**config.mk**
```make
export PLATFORM = sky130hd
export DESIGN_NAME = embedded_free_list_block_allocator_core
export DESIGN_NICKNAME = d
export VERILOG_FILES = /design/src/hdl/efba_pkg.sv /design/src/hdl/embedded_free_list_block_allocator_core.sv /design/src/hdl/efba_div.sv /design/src/hdl/efba_front.sv /design/src/hdl/efba_back.sv
export SDC_FILE = /design/constraint.sdc
export NUM_CORES = 2
export LEC_CHECK = 0
export BUFFER_PORTS_ARGS = -buffer_cell sky130_fd_sc_hd__buf_4
export CORE_MARGIN = 4
export CORE_UTILIZATION = 57
export CTS_BUF_LIST = sky130_fd_sc_hd__clkbuf_16
export CTS_CLUSTER_DIAMETER = 80
export DETAILED_ROUTE_END_ITERATION = 12
export PLACE_DENSITY = 0.85
export SYNTH_ARGS = -nofsm -noshare
export SYNTH_HDL_FRONTEND = slang
export SYNTH_SLANG_ARGS = --single-unit
```
**constraint.sdc**
```tcl
create_clock -name clock -period 6.6 [get_ports clock]
set_input_delay 0.66 -clock clock [delete_from_list [all_inputs] [get_ports clock]]
set_output_delay 0.66 -clock clock [all_outputs]
set_load 0.05 [all_outputs]
```
**src/hdl/efba_pkg.sv**
```systemverilog
`timescale 1ns / 1ps
`default_nettype none
package efba_pkg;

   localparam int MAX_BLOCKS = 255;
   localparam int ADDR_W     = 32;
   localparam int BYTES_W    = 13;
   localparam int COUNT_W    = 8;
   localparam int INDEX_W    = 8;
   // offset inside the chunk is below 8191 * 255
   localparam int OFFSET_W   = 21;
   localparam int CHUNK_W    = BYTES_W + COUNT_W;

   // request modes
   localparam logic [1:0] MODE_ACQUIRE = 2'd0;
   localparam logic [1:0] MODE_RELEASE = 2'd1;
   localparam logic [1:0] MODE_QUERY   = 2'd2;

   // result status codes
   localparam logic [2:0] ST_OK         = 3'd0;
   localparam logic [2:0] ST_EMPTY      = 3'd1;
   localparam logic [2:0] ST_FULL       = 3'd2;
   localparam logic [2:0] ST_MISALIGNED = 3'd3;
   localparam logic [2:0] ST_OUTSIDE    = 3'd4;

   // ownership codes
   localparam logic [1:0] OWN_BEFORE = 2'd0;
   localparam logic [1:0] OWN_INSIDE = 2'd1;
   localparam logic [1:0] OWN_AFTER  = 2'd2;

   // csr register indexes
   localparam logic [1:0] CSR_BASE  = 2'd0;
   localparam logic [1:0] CSR_BYTES = 2'd1;
   localparam logic [1:0] CSR_COUNT = 2'd2;

   localparam logic [ADDR_W-1:0]  RESET_BASE  = '0;
   localparam logic [BYTES_W-1:0] RESET_BYTES = 13'd16;
   localparam logic [COUNT_W-1:0] RESET_COUNT = 8'd255;

   typedef struct packed {
      logic [1:0]        mode;
      logic [ADDR_W-1:0] address;
   } req_type;

   typedef struct packed {
      logic [2:0]         status;
      logic [INDEX_W-1:0] block_index;
      logic [ADDR_W-1:0]  block_address;
      logic [1:0]         owner;
      logic [COUNT_W-1:0] free_left;
   } rsp_type;

   // effective geometry
   typedef struct packed {
      logic [ADDR_W-1:0]  base;
      logic [BYTES_W-1:0] bytes;
      logic [COUNT_W-1:0] count;
      logic [CHUNK_W-1:0] chunk;
   } cfg_type;

   // list reformat pulse
   typedef struct packed {
      logic               hit;
      logic [COUNT_W-1:0] count;
   } fmt_type;

   // classified request between front and back
   typedef struct packed {
      logic [1:0]          mode;
      logic [1:0]          owner;
      logic [OFFSET_W-1:0] offset;
   } job_type;

   function automatic logic [BYTES_W-1:0] eff_bytes(input logic [BYTES_W-1:0] b);
      eff_bytes = (b == '0) ? BYTES_W'(1) : b;
   endfunction

   function automatic logic [COUNT_W-1:0] eff_count(input logic [COUNT_W-1:0] c);
      logic [COUNT_W-1:0] r;
      r = c;
      if (r < COUNT_W'(2)) r = COUNT_W'(2);
      if (r > COUNT_W'(MAX_BLOCKS)) r = COUNT_W'(MAX_BLOCKS);
      eff_count = r;
   endfunction

endpackage
`default_nettype wire

```
**src/hdl/embedded_free_list_block_allocator_core.sv**
```systemverilog
`timescale 1ns / 1ps
`default_nettype none
// Block allocator for one chunk of up to 255 equal blocks, kept as a singly
// linked free list. Push a request (acquire, release or ownership query) and
// pop exactly one response per request, in order. Acquire hands out the head
// block; release maps an address back to a block index and relinks it; query
// tells whether an address lies before, inside or after the chunk. Errors are
// reported in the status field and leave the list untouched. A request
// passes the input stage and the two-entry job queue, then the back end
// steps through its states and writes the response to the response queue;
// a release inside the chunk waits there for the 8-step bit-serial offset
// divider. The back end takes the next job only after it has written the
// last response, and waits while both response slots are taken; the front
// stage and its two-entry queue accept the next request while the back end
// works. Writing block_count reformats the list at once (no clearing pass);
// base_address and block_bytes writes change the geometry only. Program
// registers only while no request is outstanding.
module embedded_free_list_block_allocator_core
   import efba_pkg::*;
(
   input  logic              clock,
   input  logic              reset,
   // request queue
   input  logic              req_push,
   output logic              req_full,
   input  req_type           req_data,
   // response queue
   output logic              rsp_empty,
   input  logic              rsp_pop,
   output rsp_type           rsp_data,
   // register writes
   input  logic              csr_write_enable,
   input  logic [1:0]        csr_index,
   input  logic [ADDR_W-1:0] csr_wdata
);

   logic [ADDR_W-1:0]  base_ff;
   logic [BYTES_W-1:0] bytes_ff;
   logic [COUNT_W-1:0] count_ff;
   logic [CHUNK_W-1:0] chunk_ff;   // chunk size, registered off the multiply
   cfg_type            cfg;
   fmt_type            fmt;
   logic               job_valid;
   job_type            job;
   logic               job_pop;

   always_ff @(posedge clock) begin
      if (reset) begin
         base_ff  <= RESET_BASE;
         bytes_ff <= RESET_BYTES;
         count_ff <= RESET_COUNT;
         chunk_ff <= CHUNK_W'(eff_bytes(RESET_BYTES)) * CHUNK_W'(eff_count(RESET_COUNT));
      end else begin
         chunk_ff <= CHUNK_W'(cfg.bytes) * CHUNK_W'(cfg.count);
         if (csr_write_enable) begin
            case (csr_index)
               CSR_BASE:  base_ff  <= csr_wdata;
               CSR_BYTES: bytes_ff <= csr_wdata[BYTES_W-1:0];
               CSR_COUNT: count_ff <= csr_wdata[COUNT_W-1:0];
               default: ;
            endcase
         end
      end
   end

   // zero size acts as one, count clamped to the legal range
   assign cfg.base  = base_ff;
   assign cfg.bytes = eff_bytes(bytes_ff);
   assign cfg.count = eff_count(count_ff);
   assign cfg.chunk = chunk_ff;

   // a block_count write restores the formatted list
   assign fmt.hit   = csr_write_enable && (csr_index == CSR_COUNT);
   assign fmt.count = eff_count(csr_wdata[COUNT_W-1:0]);

   efba_front u_front (
      .clock     (clock),
      .reset     (reset),
      .cfg       (cfg),
      .req_push  (req_push),
      .req_full  (req_full),
      .req_data  (req_data),
      .job_valid (job_valid),
      .job       (job),
      .job_pop   (job_pop)
   );

   efba_back u_back (
      .clock     (clock),
      .reset     (reset),
      .cfg       (cfg),
      .fmt       (fmt),
      .job_valid (job_valid),
      .job       (job),
      .job_pop   (job_pop),
      .rsp_empty (rsp_empty),
      .rsp_pop   (rsp_pop),
      .rsp_data  (rsp_data)
   );

endmodule
`default_nettype wire

```
**src/hdl/efba_div.sv**
```systemverilog
`timescale 1ns / 1ps
`default_nettype none
// restoring divider, one quotient bit per cycle; quotient known to fit INDEX_W bits
module efba_div
   import efba_pkg::*;
(
   input  logic                clock,
   input  logic                reset,
   input  logic                start,
   input  logic [OFFSET_W-1:0] dividend,
   input  logic [BYTES_W-1:0]  divisor,
   output logic                done,
   output logic [INDEX_W-1:0]  quot,
   output logic                rem_zero
);

   localparam int DIV_W = BYTES_W + INDEX_W - 1;
   localparam logic [2:0] LAST_STEP = 3'(INDEX_W - 1);

   logic                busy_ff;
   logic                done_ff;
   logic [2:0]          step_ff;
   logic [OFFSET_W-1:0] rem_ff;
   logic [DIV_W-1:0]    dsr_ff;
   logic [INDEX_W-1:0]  quot_ff;
   logic                ge;

   assign ge = rem_ff >= OFFSET_W'(dsr_ff);

   always_ff @(posedge clock) begin
      if (reset) begin
         busy_ff <= 1'b0;
         done_ff <= 1'b0;
         step_ff <= '0;
      end else begin
         done_ff <= 1'b0;
         if (start) begin
            busy_ff <= 1'b1;
            step_ff <= '0;
         end else if (busy_ff) begin
            step_ff <= step_ff + 3'd1;
            if (step_ff == LAST_STEP) begin
               busy_ff <= 1'b0;
               done_ff <= 1'b1;
            end
         end
      end
   end

   always_ff @(posedge clock) begin
      if (start) begin
         rem_ff  <= dividend;
         dsr_ff  <= {divisor, {(INDEX_W-1){1'b0}}};
         quot_ff <= '0;
      end else if (busy_ff) begin
         if (ge) rem_ff <= rem_ff - OFFSET_W'(dsr_ff);
         dsr_ff  <= dsr_ff >> 1;
         quot_ff <= {quot_ff[INDEX_W-2:0], ge};
      end
   end

   assign done     = done_ff;
   assign quot     = quot_ff;
   assign rem_zero = (rem_ff == '0);

endmodule
`default_nettype wire

```
**src/hdl/efba_front.sv**
```systemverilog
`timescale 1ns / 1ps
`default_nettype none
// input stage, chunk classification, two-entry job queue
module efba_front
   import efba_pkg::*;
(
   input  logic    clock,
   input  logic    reset,
   input  cfg_type cfg,
   input  logic    req_push,
   output logic    req_full,
   input  req_type req_data,
   output logic    job_valid,
   output job_type job,
   input  logic    job_pop
);

   req_type          stage_ff;
   logic             stage_vld_ff;
   job_type          que_ff [2];
   logic             wr_ptr_ff;
   logic             rd_ptr_ff;
   logic [1:0]       cnt_ff;
   logic             que_full;
   logic             accept;
   logic             move;
   logic [ADDR_W:0]  chunk_end;
   logic [ADDR_W-1:0] offset_full;
   job_type          job_new;

   assign que_full = (cnt_ff == 2'd2);
   assign req_full = stage_vld_ff && que_full;
   assign accept   = req_push && !req_full;
   assign move     = stage_vld_ff && !que_full;

   // end of chunk without wrap
   assign chunk_end   = {1'b0, cfg.base} + (ADDR_W+1)'(cfg.chunk);
   assign offset_full = stage_ff.address - cfg.base;

   always_comb begin
      job_new.mode   = stage_ff.mode;
      job_new.offset = offset_full[OFFSET_W-1:0];
      if (stage_ff.address < cfg.base) begin
         job_new.owner = OWN_BEFORE;
      end else if ({1'b0, stage_ff.address} >= chunk_end) begin
         job_new.owner = OWN_AFTER;
      end else begin
         job_new.owner = OWN_INSIDE;
      end
   end

   always_ff @(posedge clock) begin
      if (reset) begin
         stage_vld_ff <= 1'b0;
         wr_ptr_ff    <= 1'b0;
         rd_ptr_ff    <= 1'b0;
         cnt_ff       <= '0;
      end else begin
         if (accept) stage_vld_ff <= 1'b1;
         else if (move) stage_vld_ff <= 1'b0;
         if (move) wr_ptr_ff <= !wr_ptr_ff;
         if (job_pop) rd_ptr_ff <= !rd_ptr_ff;
         if (move && !job_pop) cnt_ff <= cnt_ff + 2'd1;
         else if (!move && job_pop) cnt_ff <= cnt_ff - 2'd1;
      end
   end

   always_ff @(posedge clock) begin
      if (accept) stage_ff <= req_data;
      if (move) que_ff[wr_ptr_ff] <= job_new;
   end

   assign job_valid = (cnt_ff != '0);
   assign job       = que_ff[rd_ptr_ff];

endmodule
`default_nettype wire

```
**src/hdl/efba_back.sv**
```systemverilog
`timescale 1ns / 1ps
`default_nettype none
// list engine: link memory, head and free count, result queue
module efba_back
   import efba_pkg::*;
(
   input  logic    clock,
   input  logic    reset,
   input  cfg_type cfg,
   input  fmt_type fmt,
   input  logic    job_valid,
   input  job_type job,
   output logic    job_pop,
   output logic    rsp_empty,
   input  logic    rsp_pop,
   output rsp_type rsp_data
);

   localparam int LINKS = 1 << INDEX_W;

   typedef enum logic [4:0] {
      S_IDLE = 5'b00001,
      S_LINK = 5'b00010,
      S_DIV  = 5'b00100,
      S_MUL  = 5'b01000,
      S_PUSH = 5'b10000
   } state_type;

   state_type          state_ff, state_in;
   logic [INDEX_W-1:0] head_ff, head_in;
   logic [COUNT_W-1:0] free_ff, free_in;
   logic [INDEX_W-1:0] idx_ff, idx_in;
   logic [2:0]         status_ff, status_in;
   logic [1:0]         owner_ff, owner_in;
   logic               addr_en_ff, addr_en_in;
   logic [CHUNK_W-1:0] prod_ff;

   logic [INDEX_W-1:0] link_mem [LINKS];
   logic [LINKS-1:0]   link_vld_ff;
   logic [INDEX_W-1:0] rd_data_ff;
   logic               rd_vld_ff;
   logic               mem_we;

   logic               div_start;
   logic               div_done;
   logic [INDEX_W-1:0] div_quot;
   logic               div_rem_zero;

   rsp_type            out_ff [2];
   logic               out_wr_ff;
   logic               out_rd_ff;
   logic [1:0]         out_cnt_ff;
   logic               out_push;
   logic               out_pop;
   logic               start;
   rsp_type            rsp_new;

   efba_div u_div (
      .clock    (clock),
      .reset    (reset),
      .start    (div_start),
      .dividend (job.offset),
      .divisor  (cfg.bytes),
      .done     (div_done),
      .quot     (div_quot),
      .rem_zero (div_rem_zero)
   );

   assign start   = (state_ff == S_IDLE) && job_valid && (out_cnt_ff != 2'd2);
   assign job_pop = start;

   always_comb begin
      state_in   = state_ff;
      head_in    = head_ff;
      free_in    = free_ff;
      idx_in     = idx_ff;
      status_in  = status_ff;
      owner_in   = owner_ff;
      addr_en_in = addr_en_ff;
      mem_we     = 1'b0;
      div_start  = 1'b0;
      out_push   = 1'b0;
      case (state_ff)
         S_IDLE: begin
            if (start) begin
               owner_in   = OWN_BEFORE;
               idx_in     = '0;
               addr_en_in = 1'b0;
               status_in  = ST_OK;
               case (job.mode)
                  MODE_ACQUIRE: begin
                     if (free_ff == '0) begin
                        status_in = ST_EMPTY;
                        state_in  = S_MUL;
                     end else begin
                        idx_in   = head_ff;
                        state_in = S_LINK;
                     end
                  end
                  MODE_RELEASE: begin
                     owner_in = job.owner;
                     if (job.owner != OWN_INSIDE) begin
                        status_in = ST_OUTSIDE;
                        state_in  = S_MUL;
                     end else begin
                        div_start = 1'b1;
                        state_in  = S_DIV;
                     end
                  end
                  default: begin
                     owner_in = job.owner;
                     state_in = S_MUL;
                  end
               endcase
            end
         end
         S_LINK: begin
            // untouched entries still hold their formatted successor
            head_in    = rd_vld_ff ? rd_data_ff : idx_ff + INDEX_W'(1);
            free_in    = free_ff - COUNT_W'(1);
            addr_en_in = 1'b1;
            state_in   = S_MUL;
         end
         S_DIV: begin
            if (div_done) begin
               if (!div_rem_zero) begin
                  status_in = ST_MISALIGNED;
               end else if (free_ff >= cfg.count) begin
                  status_in = ST_FULL;
               end else begin
                  mem_we     = 1'b1;
                  head_in    = div_quot;
                  free_in    = free_ff + COUNT_W'(1);
                  idx_in     = div_quot;
                  addr_en_in = 1'b1;
               end
               state_in = S_MUL;
            end
         end
         S_MUL: begin
            state_in = S_PUSH;
         end
         S_PUSH: begin
            out_push = 1'b1;
            state_in = S_IDLE;
         end
         default: begin
            state_in = S_IDLE;
         end
      endcase
   end

   always_ff @(posedge clock) begin
      if (reset) begin
         state_ff <= S_IDLE;
         head_ff  <= '0;
         free_ff  <= eff_count(RESET_COUNT);
      end else if (fmt.hit) begin
         state_ff <= state_in;
         head_ff  <= '0;
         free_ff  <= fmt.count;
      end else begin
         state_ff <= state_in;
         head_ff  <= head_in;
         free_ff  <= free_in;
      end
   end

   always_ff @(posedge clock) begin
      idx_ff     <= idx_in;
      status_ff  <= status_in;
      owner_ff   <= owner_in;
      addr_en_ff <= addr_en_in;
      prod_ff    <= CHUNK_W'(idx_ff) * CHUNK_W'(cfg.bytes);
   end

   // link memory, read at the head every cycle
   always_ff @(posedge clock) begin
      if (mem_we) link_mem[div_quot] <= head_ff;
      rd_data_ff <= link_mem[head_ff];
      rd_vld_ff  <= link_vld_ff[head_ff];
   end

   always_ff @(posedge clock) begin
      if (reset || fmt.hit) begin
         link_vld_ff <= '0;
      end else if (mem_we) begin
         link_vld_ff[div_quot] <= 1'b1;
      end
   end

   always_comb begin
      rsp_new.status        = status_ff;
      rsp_new.block_index   = idx_ff;
      rsp_new.block_address = addr_en_ff ? cfg.base + ADDR_W'(prod_ff) : '0;
      rsp_new.owner         = owner_ff;
      rsp_new.free_left     = free_ff;
   end

   assign out_pop = rsp_pop && (out_cnt_ff != '0);

   always_ff @(posedge clock) begin
      if (reset) begin
         out_wr_ff  <= 1'b0;
         out_rd_ff  <= 1'b0;
         out_cnt_ff <= '0;
      end else begin
         if (out_push) out_wr_ff <= !out_wr_ff;
         if (out_pop) out_rd_ff <= !out_rd_ff;
         if (out_push && !out_pop) out_cnt_ff <= out_cnt_ff + 2'd1;
         else if (!out_push && out_pop) out_cnt_ff <= out_cnt_ff - 2'd1;
      end
   end

   always_ff @(posedge clock) begin
      if (out_push) out_ff[out_wr_ff] <= rsp_new;
   end

   assign rsp_empty = (out_cnt_ff == '0);
   assign rsp_data  = out_ff[out_rd_ff];

endmodule
`default_nettype wire

```
# Yosys cells after proc, flatten, opt, wreduce, memory -nomap -nowiden
# Memory sizes are Yosys's and may differ from the RTL's. A register that Yosys moved wholly into a read port is not among the register bits.
# Cells that the tools add are included.
[totals] out_inout_bits=55 elab_cells=213 mem_count=3 inputBits=73 regBits=484 ram_bits=2204
[classes] addsub=12 bitwise_logic=2 magnitude_cmp=11 mul=2 n_reduce_logical=54 muxes=79 eq_ne=20
[memory_table] memory="u_back.link_mem" depth=256 width=8 rd=1 rd_ports_with_merged_regs=1 wr=1 line="efba_back.sv:38" rtl="logic [INDEX_W-1:0] link_mem [LINKS];"
[memory_table] memory="u_back.out_ff" depth=2 width=53 rd=1 rd_ports_with_merged_regs=1 wr=1 line="efba_back.sv:49" rtl="rsp_type out_ff [2];"
[memory_table] memory="u_front.que_ff" depth=2 width=25 rd=1 rd_ports_with_merged_regs=1 wr=1 line="efba_front.sv:20" rtl="job_type que_ff [2];"
[ops] operator="bitwise OR 256 bit" n=1
[ops] operator="2-to-1 mux 8 bit" n=15
[ops] operator="2-to-1 mux 21 bit" n=3
[ops] operator="case mux 8 bit (2 select lines)" n=3
[ops] operator="2-to-1 mux 20 bit" n=2
[ops] operator="adder 32 x 21 -> 33 bit" n=1
[ops] operator="greater-or-equal comparator 32 x 33 -> 1 bit" n=1
[ops] operator="adder 32 x 21 -> 32 bit" n=1
[ops] operator="< comparator 32 bit" n=1
[ops] operator="2-to-1 mux 1 bit" n=32
[ops] operator="2-to-1 mux 32 bit" n=1
[ops] operator="greater-or-equal comparator 21 x 20 -> 1 bit" n=1
[ops] operator="zero test 21 bit" n=1
[ops] operator="multiplier 13 x 8 -> 21 bit" n=1
[ops] operator="multiplier 8 x 13 -> 21 bit" n=1
[ops] operator="subtractor 21 x 20 -> 21 bit" n=1
[ops] operator="subtractor 21 bit" n=1
[ops] operator="case mux 5 bit (4 select lines)" n=1
[ops] operator="< comparator 8 x 9 -> 1 bit (second input constant)" n=2
[ops] operator="nonzero test 2 bit" n=9
[ops] operator="adder 8 x 1 -> 8 bit (second input constant)" n=2
[ops] operator="greater-than comparator 8 bit (second input constant)" n=2
[ops] operator="< comparator 8 x 2 -> 1 bit (second input constant)" n=2
[ops] operator="2-to-1 mux 3 bit" n=5
[ops] operator="other kinds (41)" n=90

# Logic depth before layout (Yosys ltp)
[depth] ltp_word=11 depth_mapped=22

# Cells and area by module
# From an unflattened synthesis, not the netlist that was laid out.
[unflattened] cells_unflattened=7297 hier_area_um2=116998.5
[by_module_without_submodules] module="efba_back" instances=1 cells_each=5582 area_each_um2=101059.4 seq_area_each_um2=71348.4
[by_module_without_submodules] module="efba_front" instances=1 cells_each=593 area_each_um2=6366.1 seq_area_each_um2=2642.5
[by_module_without_submodules] module="embedded_free_list_block_allocator_core" instances=1 cells_each=733 area_each_um2=6015.8 seq_area_each_um2=1481.4
[by_module_without_submodules] module="efba_div" instances=1 cells_each=389 area_each_um2=3557.2 seq_area_each_um2=1421.4

# Least setup slack after synthesis
# No wires, ideal clock.
[synth_path] path_kind="reg2reg" from="register u_back.head_ff[0]" to="register u_back.rd_data_ff[0], read port of u_back.link_mem" path_stages_with_launch=10 t_required_ns=6.452 path_slack_ns=0.377 t_arrival_ns=6.075 synth_period_minus_slack_ns=6.223 path_cell_list="dfxtp_1 buf_2 buf_2 buf_2 mux4_2 mux4_2 a22oi_1 nand2_1 a22oi_1 o221ai_1"
[synth_rtl] item="start, declared" line="efba_back.sv:30" rtl="logic [INDEX_W-1:0] head_ff, head_in;"
[synth_rtl] item="start signal, assigned" line="efba_back.sv:164" rtl="head_ff <= head_in;"
[synth_rtl] item="end, declared" line="efba_back.sv:40" rtl="logic [INDEX_W-1:0] rd_data_ff;"

# Worst setup path in the final report
[layout_path] from="register bytes_ff[6]" to="register chunk_ff[19]"
[layout_via] elab_chain_cells=3
[layout_rtl] item="start, declared" line="embedded_free_list_block_allocator_core.sv:38" rtl="logic [BYTES_W-1:0] bytes_ff;"
[layout_rtl] item="start signal, assigned" line="embedded_free_list_block_allocator_core.sv:58" rtl="CSR_BYTES: bytes_ff <= csr_wdata[BYTES_W-1:0];"
[layout_rtl] item="zero test 13 bit" line="efba_pkg.sv:75" rtl="eff_bytes = (b == '0) ? BYTES_W'(1) : b;"
[layout_rtl] item="2-to-1 mux 13 bit *" line="efba_pkg.sv:75"
[layout_rtl] item="multiplier 13 x 8 -> 21 bit *" line="embedded_free_list_block_allocator_core.sv:54" rtl="chunk_ff <= CHUNK_W'(cfg.bytes) * CHUNK_W'(cfg.count);"
[layout_rtl] item="end signal, assigned" line="embedded_free_list_block_allocator_core.sv:52" rtl="chunk_ff <= CHUNK_W'(eff_bytes(RESET_BYTES)) * CHUNK_W'(eff_count(RESET_COUNT));"
[layout_rtl] item="end signal, assigned" line="embedded_free_list_block_allocator_core.sv:54"
[layout_rtl] item="end, declared" line="embedded_free_list_block_allocator_core.sv:40" rtl="logic [CHUNK_W-1:0] chunk_ff;"
# Mark *: on every way between the ends. The rest lies on a longest branch, timed or not.
# A chain may end at the register's enable or synchronous reset.

==> impl_metrics.ini <==
[timing]
fin_ws_ns = 0.980
timing.final.crit_share_pct = 85.2
setup_tns_ns = 0
hold_viol = 0
max_clock_freq_mhz = 178
fin_skew_ns = 0.0902
maxSlewViolCount = 0
finalSetupViolCount = 0
relSlewSlack_pct = 20.2
rsz0062_at_grt = no
tightest_slew_ns = 1.19
period_minus_slack_ns = 5.62

[setup_path]
slowest_delay_ns = 0.53
worstSetupEndpointType = register
arrival_ns = 6.37
cp.required_ns = 7.35
slowest_stage = dfxtp_1
r2r_cells = 18
regToRegEndpoint = chunk_ff[19]
regToRegStartpoint = bytes_ff[6]
path_class = reg2reg
critPathMaxFanout = 19
worstSetupStartpointType = register
crit_chain = nor4_1, a41oi_2, buf_4, nand2b_1, fa_1, fa_1, inv_1, fa_1, inv_1, fa_1, inv_1, ha_1, a211oi_1, nand2_1, a31oi_1, o311ai_0, o211ai_1, mux2_2
cpMostUsedCell = fa_1
r2r_slack_ns = 0.98

[logic_synthesis]
netlist_instances = 6587
synth-warning-count = 0
synth_mux_area_share_pct = 15.1
synth_area_um2 = 114000
syn_nets = 7024
synth_compound_area_share_pct = 5.09
avgSynthCellArea_um2 = 17.4
ys_seq_area_share_pct = 67.3
synthTopCellsByArea = edfxtp_1, mux4_2, dfxtp_1
synth.most_common_cell = edfxtp_1
ys_types = 73
netlist.area_leader.share_pct = 60.1
synth_top_cell_by_area = edfxtp_1
synth_top_flop_cell = edfxtp_1
synthSimpleGateAreaFrac_pct = 4.63
ys_top_cells_by_count = edfxtp_1, mux4_2, nor2_1
synth_xor_area_share_pct = 0.996
synth_top_family_by_area = multiplexers
synth_edf_count = 2286
ys_async_sr_fraction_pct = 0
synth_fa_ha_area_share_pct = 4.88
ys_ff_latch = 2698

[die]
dieArea_um2 = 208000
start_util_pct = 57.3
die_h_um = 456
ios = 128
core_area_um2 = 200000
rows = 164
die_w_um = 456

[layout]
syn_to_final_growth_pct = 11.2
nets = 7222
fin_util_pct = 63.6
drive_gt1_share_pct = 20.2

[clocking]
insertion_delay_ns = 0.94
cts_tree = built
numCtsBuffers = 282
clock_sinks = 2698
cts_htree_levels = 5
cts_buffer_depth = 4
cts_root_buffer = clkbuf_16
clk_pin_slew_ns = 0.06

[placement]
portBuffers = 127
dp_hpwl_mm = 170
globalplace.congestion = 0.947
place_ws_ns = 0.977

[global_routing]
antenna_found_initial = 11
grt_pass1_wl_mm = 442
grt_use_total_pct = 28.4
grt_max_degree = 168
grt_pass1_vias = 65500
grt-ovfl-total = 0

[drt]
vias = 64900
dr.pass1.iters = 6
drc = 0
drt_iter0_drc = 9691
wl_per_cell_um = 30.7
vias_per_cell = 6.72
ant_nets = 0
wirelength_mm = 297

[min_path]
min_path_type = in2reg
hold_start = csr_wdata[24]
whs_path_depth = 3
min_to = base_ff[24]

[power]
p_per_area_nw_per_um2 = 298
peakVddDrop_uv = 380
p_leak_uw = 0.0424

[flow_run]
drv_cap = 0

[run_status]
status = finished, final reports clean
## sequential cells by signal (all words and copies together) (netlist names), 13 cells and up, named ones only
signal / flops
u_back.prod_ff: 21
u_back.link_mem: 2048
u_front.stage_ff: 32
u_back.u_div.dsr_ff: 20
base_ff: 32
u_back.out_ff: 106
u_front.que_ff: 50
chunk_ff: 21
u_back.u_div.rem_ff: 21
bytes_ff: 13
u_back.link_vld_ff: 256
## layer usage
metal	GRT usage [%]	part of all wire, %	vias up
met5	0	0.020	-
met4	13.9	5.7	8
met3	6.06	10	947
met2	45.9	49	4689
met1	36.9	35	33100
li1	-	-	26100
## cell families after synthesis
logic type	Yosys count
flops	2698
simple gates	1149
compound gates	841
mux	817
buf+inv	588
fa+ha+maj	364
xor+xnor	130
## what timing repair did
item / 4_1_cts / 5_1_grt
endpoints found under the hold margin: 35 / 0
setup buffers: 0 / 0
hold buffers: 35 / 0
resized for setup: 0 / 0
## layout make-up
| type | count | area, um2 |
|---|---|---|
| Antenna cell | 11 | 27.5 |
| Clock buffer | 291 | 7280 |
| Clock inverter | 201 | 1160 |
| Fill cell | 12600 | 72600 |
| Inverter | 245 | 921 |
| Multi-Input combinational cell | 3301 | 35200 |
| Sequential cell | 2698 | 76900 |
| Tap cell | 2656 | 3320 |
| Timing Repair Buffer | 257 | 2280 |
## placed cells by master (no fill, tap or decap), types with 16 or more instances in the layout
| master | n |
|---|---|
| a22oi_1 | 47 |
| nor3_1 | 36 |
| mux2_2 | 59 |
| o21ai_0 | 86 |
| o211ai_1 | 16 |
| nor4_1 | 17 |
| clkbuf_16 | 291 |
| a211oi_1 | 32 |
| nor2_1 | 423 |
| edfxtp_1 | 2286 |
| dlygate4sd3_1 | 35 |
| a221oi_1 | 21 |
| clkinv_2 | 36 |
| buf_4 | 201 |
| o21a_1 | 279 |
| nand3_1 | 44 |
| clkinv_1 | 61 |
| and2_1 | 137 |
| buf_12 | 21 |
| xnor2_1 | 76 |
| nor2b_1 | 50 |
| xor2_1 | 54 |
| mux2i_1 | 38 |
| a21o_1 | 61 |
| a21oi_1 | 175 |
| nand2_1 | 319 |
| nand2b_1 | 26 |
| ha_1 | 227 |
| nand4_1 | 20 |
| dfxtp_1 | 403 |
| a22o_1 | 22 |
| fa_1 | 137 |
| inv_1 | 320 |
| mux4_2 | 720 |
## critical path: cells and delay by family, from the launching register on
family          cells  cell delay (ns)
compound gates      5             1.38
fa+ha+maj           5             2.12
buf+inv             4             0.38
flops               1             0.53
mux                 1             0.36
simple gates        3             0.71
## metrics by stage
step	std cells	power [uW]	instance area (um2)	hold WS, ns
after global placement	9122	23000	118000	0.423
after global routing	9650	38900	127000	0.0262
after CTS	9649	37800	127000	0.00755
final	9660	37800	127000	0.0526
after detailed placement	9122	23100	118000	0.446
after floorplan	6587	21700	114000	0.421
## how the worst max path moves through the flow
stage	slack, ns	endpoint	depth (start not counted)	startpoint
after floorplan	0.38	u_back.rd_data_ff[0]	9	u_back.head_ff[0]
after global placement	1.19	chunk_ff[19]	18	bytes_ff[6]
after detailed placement	0.98	chunk_ff[19]	18	bytes_ff[6]
after CTS	0.98	chunk_ff[19]	18	bytes_ff[6]
after global routing	0.73	chunk_ff[19]	18	bytes_ff[5]
final	0.98	chunk_ff[19]	18	bytes_ff[6]
## where the power goes
part           leakage, uW  internal [uW]  switching (uW)
sequential          0.0244          18700             426
combinational       0.0136           1340            2440
clock              0.00446           8390            6530
total               0.0424          28400            9390
Power figures use the tool's default switching activity.
